===== config.mk =====
export PLATFORM = sky130hd
export DESIGN_NAME = abvl_cell
export DESIGN_NICKNAME = d
export VERILOG_FILES = /design/src/design/abvl_pkg.sv /design/src/design/abvl_cell.sv
export SDC_FILE = /design/constraint.sdc
export NUM_CORES = 1
export LEC_CHECK = 0
export BUFFER_PORTS_ARGS = -buffer_cell sky130_fd_sc_hd__buf_2
export CAP_MARGIN = 10
export CORE_AREA = 2 2 174 176
export CTS_CLUSTER_SIZE = 30
export DETAILED_ROUTE_END_ITERATION = 10
export DIE_AREA = 0 0 176 178
export PLACE_DENSITY = 0.74
export SLEW_MARGIN = 20
export SYNTH_ARGS = -nofsm -noshare
export SYNTH_HDL_FRONTEND = slang
export SYNTH_SLANG_ARGS = --single-unit

===== constraint.sdc =====
create_clock -name i_clk -period 3.7 [get_ports i_clk]
set_input_delay 0.74 -clock i_clk [delete_from_list [all_inputs] [get_ports i_clk]]
set_output_delay 0.74 -clock i_clk [all_outputs]
set_load 0.05 [all_outputs]

===== src/design/abvl_pkg.sv =====
// ----------------------------------------------------------------------------
// abvl_pkg: shared types and codes for the versioned append buffer
// Operation codes, fixed field widths and the control word that walks
// the cell chain.
// ----------------------------------------------------------------------------
package abvl_pkg;

    localparam int STAMP_W = 32;
    localparam int SLOT_W  = 7;
    localparam int OP_W    = 2;

    localparam logic [OP_W-1:0] OP_INSERT = 2'd0;
    localparam logic [OP_W-1:0] OP_LOOKUP = 2'd1;
    localparam logic [OP_W-1:0] OP_READ   = 2'd2;
    localparam logic [OP_W-1:0] OP_CLEAR  = 2'd3;

    // Control word carried alongside a search request through the chain
    typedef struct packed {
        logic active;   // a request sits in this stage
        logic is_read;  // read by index, else lookup by key and time
        logic hit;      // some earlier cell produced an entry
    } t_ctl;

endpackage


===== src/design/abvl_cell.sv =====
// ----------------------------------------------------------------------------
// abvl_cell: one entry of the append buffer
// Holds one record and its valid bit. A search request is registered on its way
// through; the cell replaces the carried best entry when it matches.
// ----------------------------------------------------------------------------
module abvl_cell #(
    parameter int KEY_BITS   = 32,
    parameter int VALUE_BITS = 32,
    parameter int CNT_W      = 7,
    parameter int IDX        = 0
) (
    input  logic                          i_clk,
    input  logic                          i_rst_n,
    // write side, broadcast to all cells
    input  logic                          i_clear,
    input  logic                          i_wr_en,
    input  logic [CNT_W-1:0]              i_fill,
    input  logic [KEY_BITS-1:0]           i_wr_key,
    input  logic [VALUE_BITS-1:0]         i_wr_value,
    input  logic [abvl_pkg::STAMP_W-1:0]  i_wr_stamp,
    input  logic                          i_wr_tomb,
    // search request from the previous cell
    input  abvl_pkg::t_ctl                i_ctl,
    input  logic [KEY_BITS-1:0]           i_q_key,
    input  logic [abvl_pkg::STAMP_W-1:0]  i_q_stamp,
    input  logic [abvl_pkg::SLOT_W-1:0]   i_q_slot,
    input  logic [KEY_BITS-1:0]           i_h_key,
    input  logic [VALUE_BITS-1:0]         i_h_value,
    input  logic [abvl_pkg::STAMP_W-1:0]  i_h_stamp,
    input  logic                          i_h_tomb,
    // search request to the next cell
    output abvl_pkg::t_ctl                o_ctl,
    output logic [KEY_BITS-1:0]           o_q_key,
    output logic [abvl_pkg::STAMP_W-1:0]  o_q_stamp,
    output logic [abvl_pkg::SLOT_W-1:0]   o_q_slot,
    output logic [KEY_BITS-1:0]           o_h_key,
    output logic [VALUE_BITS-1:0]         o_h_value,
    output logic [abvl_pkg::STAMP_W-1:0]  o_h_stamp,
    output logic                          o_h_tomb
);

    localparam logic [CNT_W-1:0] IDX_F = CNT_W'(IDX);
    localparam logic [31:0]      IDX_S = 32'(IDX);

    logic                          r_valid;
    logic [KEY_BITS-1:0]           r_key;
    logic [VALUE_BITS-1:0]         r_value;
    logic [abvl_pkg::STAMP_W-1:0]  r_stamp;
    logic                          r_tomb;

    abvl_pkg::t_ctl                r_ctl;
    logic [KEY_BITS-1:0]           r_q_key;
    logic [abvl_pkg::STAMP_W-1:0]  r_q_stamp;
    logic [abvl_pkg::SLOT_W-1:0]   r_q_slot;
    logic [KEY_BITS-1:0]           r_h_key;
    logic [VALUE_BITS-1:0]         r_h_value;
    logic [abvl_pkg::STAMP_W-1:0]  r_h_stamp;
    logic                          r_h_tomb;

    logic wr_here;
    logic slot_eq;
    logic key_hit;
    logic match;

    assign wr_here = i_wr_en && (i_fill == IDX_F);
    assign slot_eq = ({{(32 - abvl_pkg::SLOT_W){1'b0}}, i_q_slot} == IDX_S);
    // carried stamp starts at zero, so the first match always takes over;
    // >= lets a later slot win a tie
    assign key_hit = (r_key == i_q_key) && (r_stamp <= i_q_stamp)
                     && (r_stamp >= i_h_stamp);
    assign match   = i_ctl.active && r_valid && (i_ctl.is_read ? slot_eq : key_hit);

    always_ff @(posedge i_clk) begin
        if (!i_rst_n) begin
            r_valid <= 1'b0;
        end else if (i_clear) begin
            r_valid <= 1'b0;
        end else if (wr_here) begin
            r_valid <= 1'b1;
        end
    end

    always_ff @(posedge i_clk) begin
        if (wr_here) begin
            r_key   <= i_wr_key;
            r_value <= i_wr_value;
            r_stamp <= i_wr_stamp;
            r_tomb  <= i_wr_tomb;
        end
    end

    always_ff @(posedge i_clk) begin
        if (!i_rst_n) begin
            r_ctl <= '0;
        end else begin
            r_ctl.active  <= i_ctl.active;
            r_ctl.is_read <= i_ctl.is_read;
            r_ctl.hit     <= i_ctl.hit || match;
        end
    end

    always_ff @(posedge i_clk) begin
        r_q_key   <= i_q_key;
        r_q_stamp <= i_q_stamp;
        r_q_slot  <= i_q_slot;
        if (match) begin
            r_h_key   <= r_key;
            r_h_value <= r_value;
            r_h_stamp <= r_stamp;
            r_h_tomb  <= r_tomb;
        end else begin
            r_h_key   <= i_h_key;
            r_h_value <= i_h_value;
            r_h_stamp <= i_h_stamp;
            r_h_tomb  <= i_h_tomb;
        end
    end

    assign o_ctl     = r_ctl;
    assign o_q_key   = r_q_key;
    assign o_q_stamp = r_q_stamp;
    assign o_q_slot  = r_q_slot;
    assign o_h_key   = r_h_key;
    assign o_h_value = r_h_value;
    assign o_h_stamp = r_h_stamp;
    assign o_h_tomb  = r_h_tomb;

endmodule


# ---- Word-level counts from Yosys, hierarchy flattened
# Cells that the tools add are included.
dict set report classes {
  reduce_logical 9
  magnitude_cmp 2
  n_eq_ne 1
  muxes 5
  n_bitwise 1
}
# cell count
set ops {}
lappend ops {{$mux W32} 3}
lappend ops {{$eq A32 B32 Y1} 1}
lappend ops {{$ge A32 B32 Y1} 1}
lappend ops {{$le A32 B32 Y1} 1}
lappend ops {{$logic_not A7 Y1} 2}
lappend ops {{$logic_and A1 B1 Y1} 5}
lappend ops {{$mux W1} 2}
lappend ops {{$reduce_or A2 Y1} 1}
lappend ops {{$logic_or A1 B1 Y1} 1}
lappend ops {{$not A1 Y1} 1}
dict set report word_totals {
  regBits 269
  elab_cells 33
  inputBits 279
  output_inout_bits 171
}

# ---- Depth between registers and ports, before layout
# Gate-level depths: netlist of the first run.
dict set report depth {
  word_depth 6
  depth_mapped 12
}

# ---- Least setup slack after synthesis of the first run
# OpenSTA, ideal clock, no wires.
dict set report synth_timing {
  kind {input to register}
  start {input i_fill[1]}
  end {register r_key[0], enable pin}
  path_stages 2
  required_time_ns 3.231
  setup_time_ns 0.469
  path_buffers 0
  slack_ns -0.142
  arrival_time_ns 3.373
  path_cell_list {nor4_1 -> and4b_1}
}
dict set report synth_between {
  elab_chain_len 2
}
# element line
set synth_lines {}
lappend synth_lines {{from (decl)} abvl_cell.sv:17} ;# input logic [CNT_W-1:0] i_fill,
lappend synth_lines {{$logic_not A7 Y1} abvl_cell.sv:65} ;# assign wr_here = i_wr_en && (i_fill == IDX_F);
lappend synth_lines {{$logic_and A1 B1 Y1} abvl_cell.sv:65}
lappend synth_lines {{net wr_here} abvl_cell.sv:60} ;# logic wr_here;
lappend synth_lines {{to (signal assigned)} abvl_cell.sv:85} ;# r_key <= i_wr_key;
lappend synth_lines {{to (decl)} abvl_cell.sv:46} ;# logic [KEY_BITS-1:0] r_key;
# The timed path passes the listed nets, and every way through them passes these cells.
# A chain may end at the register's enable or synchronous reset.

# ---- Worst setup path after layout of the first run
dict set report layout_timing {
  start {register r_stamp[10] (netlist bit)}
  end {register r_h_stamp (netlist bit o_h_stamp[28])}
}
dict set report layout_between {
  elab_chain_len 6
  word_cells_on_any_way 7
  classes_between {order compare: 2; mux: 2; reduce/logical: 3}
}
# element line
set layout_lines {}
lappend layout_lines {{from (decl)} abvl_cell.sv:48} ;# logic [abvl_pkg::STAMP_W-1:0] r_stamp;
lappend layout_lines {{from (signal assigned)} abvl_cell.sv:87} ;# r_stamp <= i_wr_stamp;
lappend layout_lines {{$le A32 B32 Y1} abvl_cell.sv:69} ;# assign key_hit = (r_key == i_q_key) && (r_stamp <= i_q_stamp)
lappend layout_lines {{$logic_and A1 B1 Y1} abvl_cell.sv:69}
lappend layout_lines {{$logic_and A1 B1 Y1 (*)} abvl_cell.sv:70} ;# && (r_stamp >= i_h_stamp);
lappend layout_lines {{$mux W1 (*)} abvl_cell.sv:71} ;# assign match = i_ctl.active && r_valid && (i_ctl.is_read ? slot_eq : key_hit);
lappend layout_lines {{$logic_and A1 B1 Y1 (*)} abvl_cell.sv:71}
lappend layout_lines {{$mux W32 (*)} abvl_cell.sv:106} ;# if (match) begin
lappend layout_lines {{to (signal assigned)} abvl_cell.sv:109} ;# r_h_stamp <= r_stamp;
lappend layout_lines {{to (signal assigned)} abvl_cell.sv:114} ;# r_h_stamp <= i_h_stamp;
lappend layout_lines {{to (decl)} abvl_cell.sv:57} ;# logic [abvl_pkg::STAMP_W-1:0] r_h_stamp;
# Mark *: on every way between the ends. The rest lies on a longest branch, timed or not.

==> results of run 1 <==
==> report_power, final <==
part	switching (mW)	total, mW	internal [mW]
Combinational	0.541	0.808	0.267
Sequential	0.0310	3.20	3.17
Clock	1.16	2.73	1.57
Total	1.73	6.73	5.00
==> through the flow <==
stage                     total power, mW  hold WS, ps  setup TNS [ps]  util [%]  cells
after floorplan                      3.75          448               0         -    656
after global placement               4.05          449           -2780      42.2   1492
after detailed placement             4.07          458               0      42.2   1492
after CTS                            6.81          286               0      45.3   1545
after global routing                 6.98          294               0      45.3   1547
final                                6.73          314               0      45.3   1548
==> critical path, delay by kind of cell, from the launching register on <==
kind,cells,cell delay [ps]
compound gates,3,1090
simple gates,2,460
flops,1,450
mux,1,390
fa+ha+maj,1,350
buf+inv,1,270
==> cell usage in the layout, fill, tap and decap left out, drive strengths merged, types with 2 or more instances in the layout <==
cell type and n:
o211ai 3, inv 66, buf 457, dfxtp 172, nand3 11, nand4 17, mux2 97, a21o 5
and2 2, a221o 2, xnor2 27, ha 64, a21oi 21, edfxtp 97, clkinv 10, nor4 6
xor2 5, diode 3, nor2b 2, nor2 7, o21ai 7, a211oi 3, o21a 2, nor3 4
nand2 13, clkbuf 38
==> registers in the layout (all words and copies together) (netlist names) <==
name,flops
o_h_value,32
o_h_stamp,32
o_q_stamp,32
o_h_tomb,1
o_q_key,32
r_tomb,1
o_q_slot,7
r_key,32
o_h_key,32
o_ctl,3
r_stamp,32
r_valid,1
r_value,32
==> final cells by class <==
cell class / instances / area (um2)
tap: 390 / 488
antenna: 3 / 7.51
clock buffer: 38 / 790
timing repair buffer: 457 / 2340
sequential: 269 / 6360
inverter: 63 / 236
clock inverter: 15 / 110
multi-input combinational: 313 / 2990
fill: 2697 / 16100
==> cells by family after synthesis <==
| kind of cell | Yosys count |
|---|---|
| AND/OR/NAND/NOR | 68 |
| AO/OA/AOI/OAI | 52 |
| flip-flops | 269 |
| multiplexers | 97 |
| XOR/XNOR | 32 |
| buffers and inverters | 74 |
| adder cells (fa/ha/maj) | 64 |
==> path summary, 6_finish.rpt <==
kind / startpoint / end / slack [ps] / cells past startpoint
setup / recovery: r_stamp[10] / o_h_stamp[28] / 500 / 8
hold / removal: i_q_slot[1] / o_q_slot[1] / 310 / 1
hold reg to reg: r_value[6] / o_h_value[6] / 470 / 1
setup reg to reg: r_stamp[10] / o_h_stamp[28] / 500 / 8
==> layer usage <==
layer | share of wire (%) | GRT usage (%) | vias up
li1 | - | - | 3302
met1 | 39 | 20.1 | 3244
met2 | 49 | 28.0 | 304
met3 | 8.4 | 5.22 | 62
met4 | 2.9 | 5.03 | 12
met5 | 0.25 | 0 | -
==> flow_summary.yaml, run 1 <==
run_status:
  status: "complete, no violations"
synthesis:
  synth.cells.most_frequent: "dfxtp_1, edfxtp_1, mux2_2"
  postSynth.asyncResetShare_pct: 0
  synthDistinctLibCells: 44
  synth_area_leaders: "dfxtp_1, edfxtp_1, mux2_2"
  yosysWarningCount: 0
  yosys.area_share.simple_pct: 4.01
  synth_flop_cell: "dfxtp_1"
  synthAdderAreaFrac_pct: 8.27
  synth-compound-area-share_pct: 3.51
  synth_seq_cells: 269
  synth-edff-count: 97
  synth_mux_area_share_pct: 12.0
  syn_inst: 656
  synth_xor_area_share_pct: 2.89
  synth_top_family_by_area: "multiplexers"
  yosysTopAreaCell: "dfxtp_1"
  yosysMostFrequentCell: "dfxtp_1"
  syn_avg_cell_area_um2: 14.8
  synth_area_um2: 9680
  synth-seq-area-share_pct: 65.6
  synth_top_cell_area_share_pct: 35.6
  syn-num-nets: 999
cells_and_area:
  drive_gt1_share_pct: 52.4
  finalNetCount: 1476
  design_area_um2: 13300
  area_growth_pct: 37.5
placement:
  place_ws_ps: 1.08
  place.gp.congestion: 0.823
  place_area_um2: 12400
  io_buffers: 449
  hpwl_um: 22000
timing:
  worst_slack_ps: 502
  slew_viol_final: 0
  finalSetupViolCount: 0
  fin_crit_sh_pct: 86.4
  relSlewSlack_pct: 59.1
  hold_viol: 0
  fin_crit_ps: 3200
  rsz0062_at_grt: "no"
  tightest_slew_ps: 606
  skew_ps: 10.4
  fmax_mhz: 313
routing:
  avgViaCountPerCell: 4.47
  drt_iter0_drc: 232
  post-route-drc-count: 0
  routed_wirelength_um: 27700
  vias: 6924
  wire_per_inst_um: 17.9
  ant_nets: 0
  drt_first_pass_iters: 4
worst_setup_path:
  critPathMaxStageDelay_ps: 630
  crit_type: "flop to flop"
  start_kind: "flop"
  crit_path_max_fanout: 46
  cp.arrival_ps: 3620
  crit_slowest_cell: "o41ai_1"
  crit_path_end_kind: "flop"
  cp_cell_sequence: "ha_1 > and4_1 > o311ai_1 > and3_1 > o41ai_1 > a41o_4 > buf_12 > mux2_2"
  worstPathRequired_ps: 4120
floorplan:
  core_area_um2: 29400
  die_y_um: 178
  die_w_um: 176
  initial_core_util_pct: 32.9
  ios: 450
  row_count: 63
  die_area_um2: 31300
global_route:
  track_usage_pct: 16.5
  grt_max_degree: 53
  grt_pass1_vias: 7058
  grt_pass1_wl_um: 39300
  antenna_found_initial: 10
  overflow: 0
power:
  leakagePower_nw: 6.12
  ir_worst_vdd_uv: 355
  powerDensity_nw_per_um2: 505
clocking:
  cts.repair.resized: 0
  cts_sinks: 269
  post_cts_buffers: 0
  clk_pin_slew_ps: 60
  cts_tree: "yes"
  postCtsHoldBufs: 0
  cts_root_buf: "clkbuf_16"
  h-tree-depth: 1
  clk_latency_ps: 530
  clk_path_buf_depth: 3
  cts_buffers: 29
min_path:
  hp-class: "input pin to flop"
job:
  drv_cap: 0
No activity file was read; power rests on OpenSTA's default activity.
==> inputs of run 2 (changes only) <==
--- a/config.mk
+++ b/config.mk
@@ -7,11 +7,13 @@
 export LEC_CHECK = 0
 export BUFFER_PORTS_ARGS = -buffer_cell sky130_fd_sc_hd__buf_2
 export CAP_MARGIN = 10
-export CORE_AREA = 2 2 174 176
+export CELL_PAD_IN_SITES_DETAIL_PLACEMENT = 2
+export CELL_PAD_IN_SITES_GLOBAL_PLACEMENT = 2
+export CORE_AREA = 2 2 193 195
 export CTS_CLUSTER_SIZE = 30
 export DETAILED_ROUTE_END_ITERATION = 10
-export DIE_AREA = 0 0 176 178
-export PLACE_DENSITY = 0.74
+export DIE_AREA = 0 0 195 197
+export PLACE_DENSITY = 0.88
 export SLEW_MARGIN = 20
 export SYNTH_ARGS = -nofsm -noshare
 export SYNTH_HDL_FRONTEND = slang
==> run 2 against run 1 <==
  * Combinational power increased by 3.6%
  * Final area increased by 1.6%
  * Sequential power about the same
  * Worst setup slack improved by 39 ps
  * Clock power increased by 11%
  * Via count increased by 3.9%
  * First-iteration DRC count decreased by 19%
  * Routed wire length increased by 29%
  * Critical path type unchanged
==> flow_summary.yaml, run 2 (synthesis results as in run 1) <==
run_status:
  status: "complete, no violations"
worst_setup_path:
  crit_path_end_kind: "flop"
  worstPathRequired_ps: 4150
  reg2regPathDepth: 9
  crit_path_max_fanout: 48
  cp.arrival_ps: 3610
  start_kind: "flop"
  rrSetupSlack_ps: 540
  crit_type: "flop to flop"
  timing.rr.end: "o_h_key[3]"
  rr_startpoint: "r_stamp[28]"
min_path:
  min_delay_path_depth: 1
  hold_start: "i_q_stamp[8]"
  hp-class: "input pin to flop"
  whs_endpoint: "o_q_stamp[8]"
cells_and_area:
  finalNetCount: 1479
  final_common_cell: "buf_2"
  final_cell_mix: "buf_2, dfxtp_1, edfxtp_1"
  fill_cells: 3824
  multiInputGateArea_um2: 2990
  drive_gt1_share_pct: 52.5
  seq_area_um2: 6360
  fin_util_pct: 37.3
  area_growth_pct: 39.8
power:
  p_comb_share_pct: 11.8
  fin_total_pwr_mw: 7.08
  powerDensity_nw_per_um2: 523
  clockPowerShare_pct: 42.9
  ir_worst_vdd_uv: 314
  intPower_mw: 5.20
  switchingPower_mw: 1.88
  p_sw_share_pct: 26.5
  leakagePower_nw: 6.17
  seq_power_share_pct: 45.2
global_route:
  grt_max_degree: 99
  grtUsageMet1_pct: 19.1
  overflow: 0
  antenna_found_initial: 9
  grt_busiest_layer: "met2"
  grt_pass1_wl_um: 51800
  track_usage_pct: 18.0
  met3_usage_pct: 4.95
  met2_usage_pct: 33.7
  grt_pass1_vias: 8366
routing:
  routed_wirelength_um: 35800
  post-route-drc-count: 0
  avgViaCountPerCell: 4.40
  drt_first_pass_iters: 4
  wire_per_inst_um: 21.9
  ant_nets: 0
  drt_iter0_drc: 189
  vias: 7193
clocking:
  clk_latency_ps: 570
  post_cts_buffers: 0
  clk_path_buf_depth: 3
  cts_sinks: 269
  cts.repair.resized: 0
  cts_buffers: 31
  cts_root_buf: "clkbuf_16"
  h-tree-depth: 1
  postCtsHoldBufs: 0
  clk_pin_slew_ps: 60
  cts_tree: "yes"
floorplan:
  die_area_um2: 38400
  die_y_um: 197
  initial_core_util_pct: 26.7
  ios: 450
  row_count: 70
  core_area_um2: 36300
  die_w_um: 195
placement:
  io_buffers: 449
  hpwl_um: 28100
  place.gp.congestion: 0.789
timing:
  tightest_slew_ps: 637
  fmax_mhz: 317
  fin_crit_sh_pct: 85.4
  rsz0062_at_grt: "no"
  finalSetupViolCount: 0
  skew_ps: 13.7
  hold_viol: 0
  fin_setup_tns_ps: 0
  slew_viol_final: 0
  fin_crit_ps: 3160
  relSlewSlack_pct: 57.5
  worst_hold_slack_ps: 285
job:
  drv_cap: 0
## run 2: routing by layer
metal / vias to the layer above / share of wire, % / wire, um
li1: 3306 / - / -
met2: 301 / 53 / 18900
met1: 3485 / 37 / 13100
met4: 6 / 3.8 / 1360
met3: 95 / 6.7 / 2390
met5: - / 0.10 / 37
## run 2: worst max-delay path by stage
stage             startpoint  slack, ps  depth (start not counted)       endpoint
3_5_place_dp   i_h_stamp[27]         90                         11  o_h_stamp[27]
4_1_cts          r_stamp[28]        490                          9  o_h_stamp[27]
5_1_grt          r_stamp[28]        290                          9     o_h_key[2]
2_1_floorplan  i_q_stamp[14]        770                         12    o_h_key[12]
3_3_place_gp   i_h_stamp[29]        190                         11     o_h_key[2]
6_report         r_stamp[28]        540                          9     o_h_key[3]
## run 2: stage by stage
stage	setup slack [ps]	area, um2	instances
after floorplan	765	9690	656
after global placement	188	12500	1571
after detailed placement	91.3	12500	1571
after CTS	492	13500	1629
after global routing	290	13500	1635
final	541	13500	1635
## run 2: layout make-up
type	instances	share of cell area, %
Sequential cell	269	46.9
Multi-Input combinational cell	313	22.1
Timing Repair Buffer	458	17.4
Clock buffer	36	5.94
Tap cell	468	4.32
Inverter	63	1.75
Clock inverter	22	1.49
Antenna cell	6	0.111
## run 2: power groups by stage
stage / clock, mW / sequential, mW / combinational [mW]
6_report: 3.04 / 3.20 / 0.837
5_1_grt: 3.25 / 3.21 / 0.885
4_1_cts: 3.14 / 3.20 / 0.845
3_5_place_dp: 0 / 3.26 / 0.838
3_3_place_gp: 0 / 3.26 / 0.806
2_1_floorplan: 0 / 3.61 / 0.143
## run 2: critical path, stage by stage (launching register included)
cell      delay [ps]
edfxtp_1         450
ha_1             350
nand4_1          160
nor3_1           500
a221o_1          260
o22ai_1          130
o41ai_1          120
a41o_4           330
buf_12           280
mux2_2           380
==> inputs of run 3 (changes only) <==
--- a/config.mk
+++ b/config.mk
@@ -14,6 +14,7 @@
 export DETAILED_ROUTE_END_ITERATION = 10
 export DIE_AREA = 0 0 195 197
 export PLACE_DENSITY = 0.88
+export RECOVER_POWER = 50
 export SLEW_MARGIN = 20
 export SYNTH_ARGS = -nofsm -noshare
 export SYNTH_HDL_FRONTEND = slang
==> run 3 against run 2 <==
  * The flow now finishes with violations (capacitance limit, slew limit)
  * Total power down 0.18%
  * Die area unchanged
  * Final area fell by 0.87%
  * Largest power group unchanged
==> flow_summary.yaml, run 3 (synthesis results as in run 1) <==
global_route:
  antenna_found_initial: 7
  grt_max_degree: 99
  grt_pass1_wl_um: 51800
  track_usage_pct: 18.0
  overflow: 0
  grt_pass1_vias: 8366
cells_and_area:
  finalNetCount: 1479
  area_growth_pct: 38.6
  fin_util_pct: 37.0
  seq_area_um2: 6360
  fill_cells: 3866
  multiInputGateArea_um2: 2990
  final_common_cell: "buf_2"
  finalNonFillerCells: 1633
  drive_gt1_share_pct: 45.8
  final_cell_mix: "buf_2, dfxtp_1, edfxtp_1"
routing:
  ant_nets: 0
  drt_iter0_drc: 195
  drt_first_pass_iters: 4
  wire_per_inst_um: 21.9
  routed_wirelength_um: 35700
  vias: 7223
  post-route-drc-count: 0
  avgViaCountPerCell: 4.42
timing:
  fmax_mhz: 304
  fin_crit_ps: 3290
  hold_viol: 0
  relSlewSlack_pct: -71.4
  worst_slack_ps: 408
  slew_viol_final: 99
  finalSetupViolCount: 0
  rsz0062_at_grt: "no"
  fin_crit_sh_pct: 89.0
  skew_ps: 13.9
  fin_setup_tns_ps: 0
  tightest_slew_ps: 2570
clocking:
  cts_root_buf: "clkbuf_16"
  cts.repair.resized: 0
  cts_sinks: 269
  cts_buffers: 31
  cts_tree: "yes"
  clk_latency_ps: 570
  clk_pin_slew_ps: 60
  h-tree-depth: 1
  clk_path_buf_depth: 3
  postCtsHoldBufs: 0
  post_cts_buffers: 0
floorplan:
  core_area_um2: 36300
  die_w_um: 195
  initial_core_util_pct: 26.7
  ios: 450
  die_y_um: 197
  row_count: 70
  die_area_um2: 38400
worst_setup_path:
  cp.arrival_ps: 3740
  reg2regPathDepth: 9
  crit_path_max_fanout: 48
  start_kind: "flop"
  crit_path_end_kind: "flop"
  worstPathRequired_ps: 4150
  crit_slowest_cell: "nor3_1"
  crit_type: "flop to flop"
  critPathMaxStageDelay_ps: 610
  cp_cell_sequence: "ha_1 > nand4_1 > nor3_1 > a221o_1 > o22ai_1 > o41ai_1 > a41o_4 > buf_12 > mux2_2"
placement:
  io_buffers: 449
  place_ws_ps: 91.3
  hpwl_um: 28100
  dp_cells: 1571
  place.gp.congestion: 0.789
run_status:
  violations: "capacitance limit, slew limit"
  status: "finished, violations left"
job:
  drv_cap: 1
min_path:
  hp-class: "input pin to flop"
  min_delay_path_depth: 1
power:
  leakagePower_nw: 5.96
  ir_worst_vdd_uv: 313
  powerDensity_nw_per_um2: 526
  fin_total_pwr_mw: 7.06
run 3: cell count changes in the layout (fill, tap and decap cells not counted):
| cell | before | now |
|---|---|---|
| buf_1 | 0 | 1 |
| buf_12 | 3 | 2 |
| clkbuf_1 | 4 | 81 |
| and2_1 | 2 | 1 |
| buf_2 | 449 | 372 |
| diode_2 | 6 | 4 |
| and2_0 | 0 | 1 |
run 3: per-layer routing:
metal | vias up | global-route usage [%] | wire length [um]
li1 | 3302 | - | -
met1 | 3512 | 19.1 | 13000
met2 | 309 | 33.7 | 18900
met3 | 94 | 4.95 | 2440
met4 | 6 | 7.21 | 1410
met5 | - | 0 | 37
run 3: path summary, 6_finish.rpt:
| check | startpoint | endpoint | slack [ps] |
|---|---|---|---|
| max | r_stamp[28] | o_h_key[3] | 410 |
| min | i_q_stamp[19] | o_q_stamp[19] | 280 |
| max reg2reg | r_stamp[28] | o_h_key[3] | 410 |
| min reg2reg | r_value[11] | o_h_value[11] | 470 |
run 3: worst max-delay path: cells and delay by family, from the launching register on:
kind,cells,cell delay (ps)
compound gates,4,860
fa+ha+maj,1,350
buf+inv,1,280
flops,1,450
mux,1,380
simple gates,2,770
run 3: where the power goes:
group	leakage, nW	total [mW]	switching, mW	internal [mW]
Combinational	3.14	0.825	0.568	0.256
Sequential	2.32	3.20	0.0348	3.17
Clock	0.493	3.04	1.27	1.77
Total	5.96	7.06	1.87	5.19
run 3: cell type report:
class	instances	share of cell area [%]
Clock inverter	22	1.50
Multi-Input combinational cell	313	22.3
Tap cell	468	4.36
Clock buffer	36	5.99
Timing Repair Buffer	458	16.7
Sequential cell	269	47.4
Antenna cell	4	0.0746
Inverter	63	1.76
run 3: through the flow:
| step | hold WS [ps] | instance area (um2) |
|---|---|---|
| detailed placement | 460 | 12500 |
| CTS | 244 | 13500 |
| global route | 255 | 13400 |
| finish | 284 | 13400 |
| floorplan | 448 | 9690 |
| global placement | 449 | 12500 |
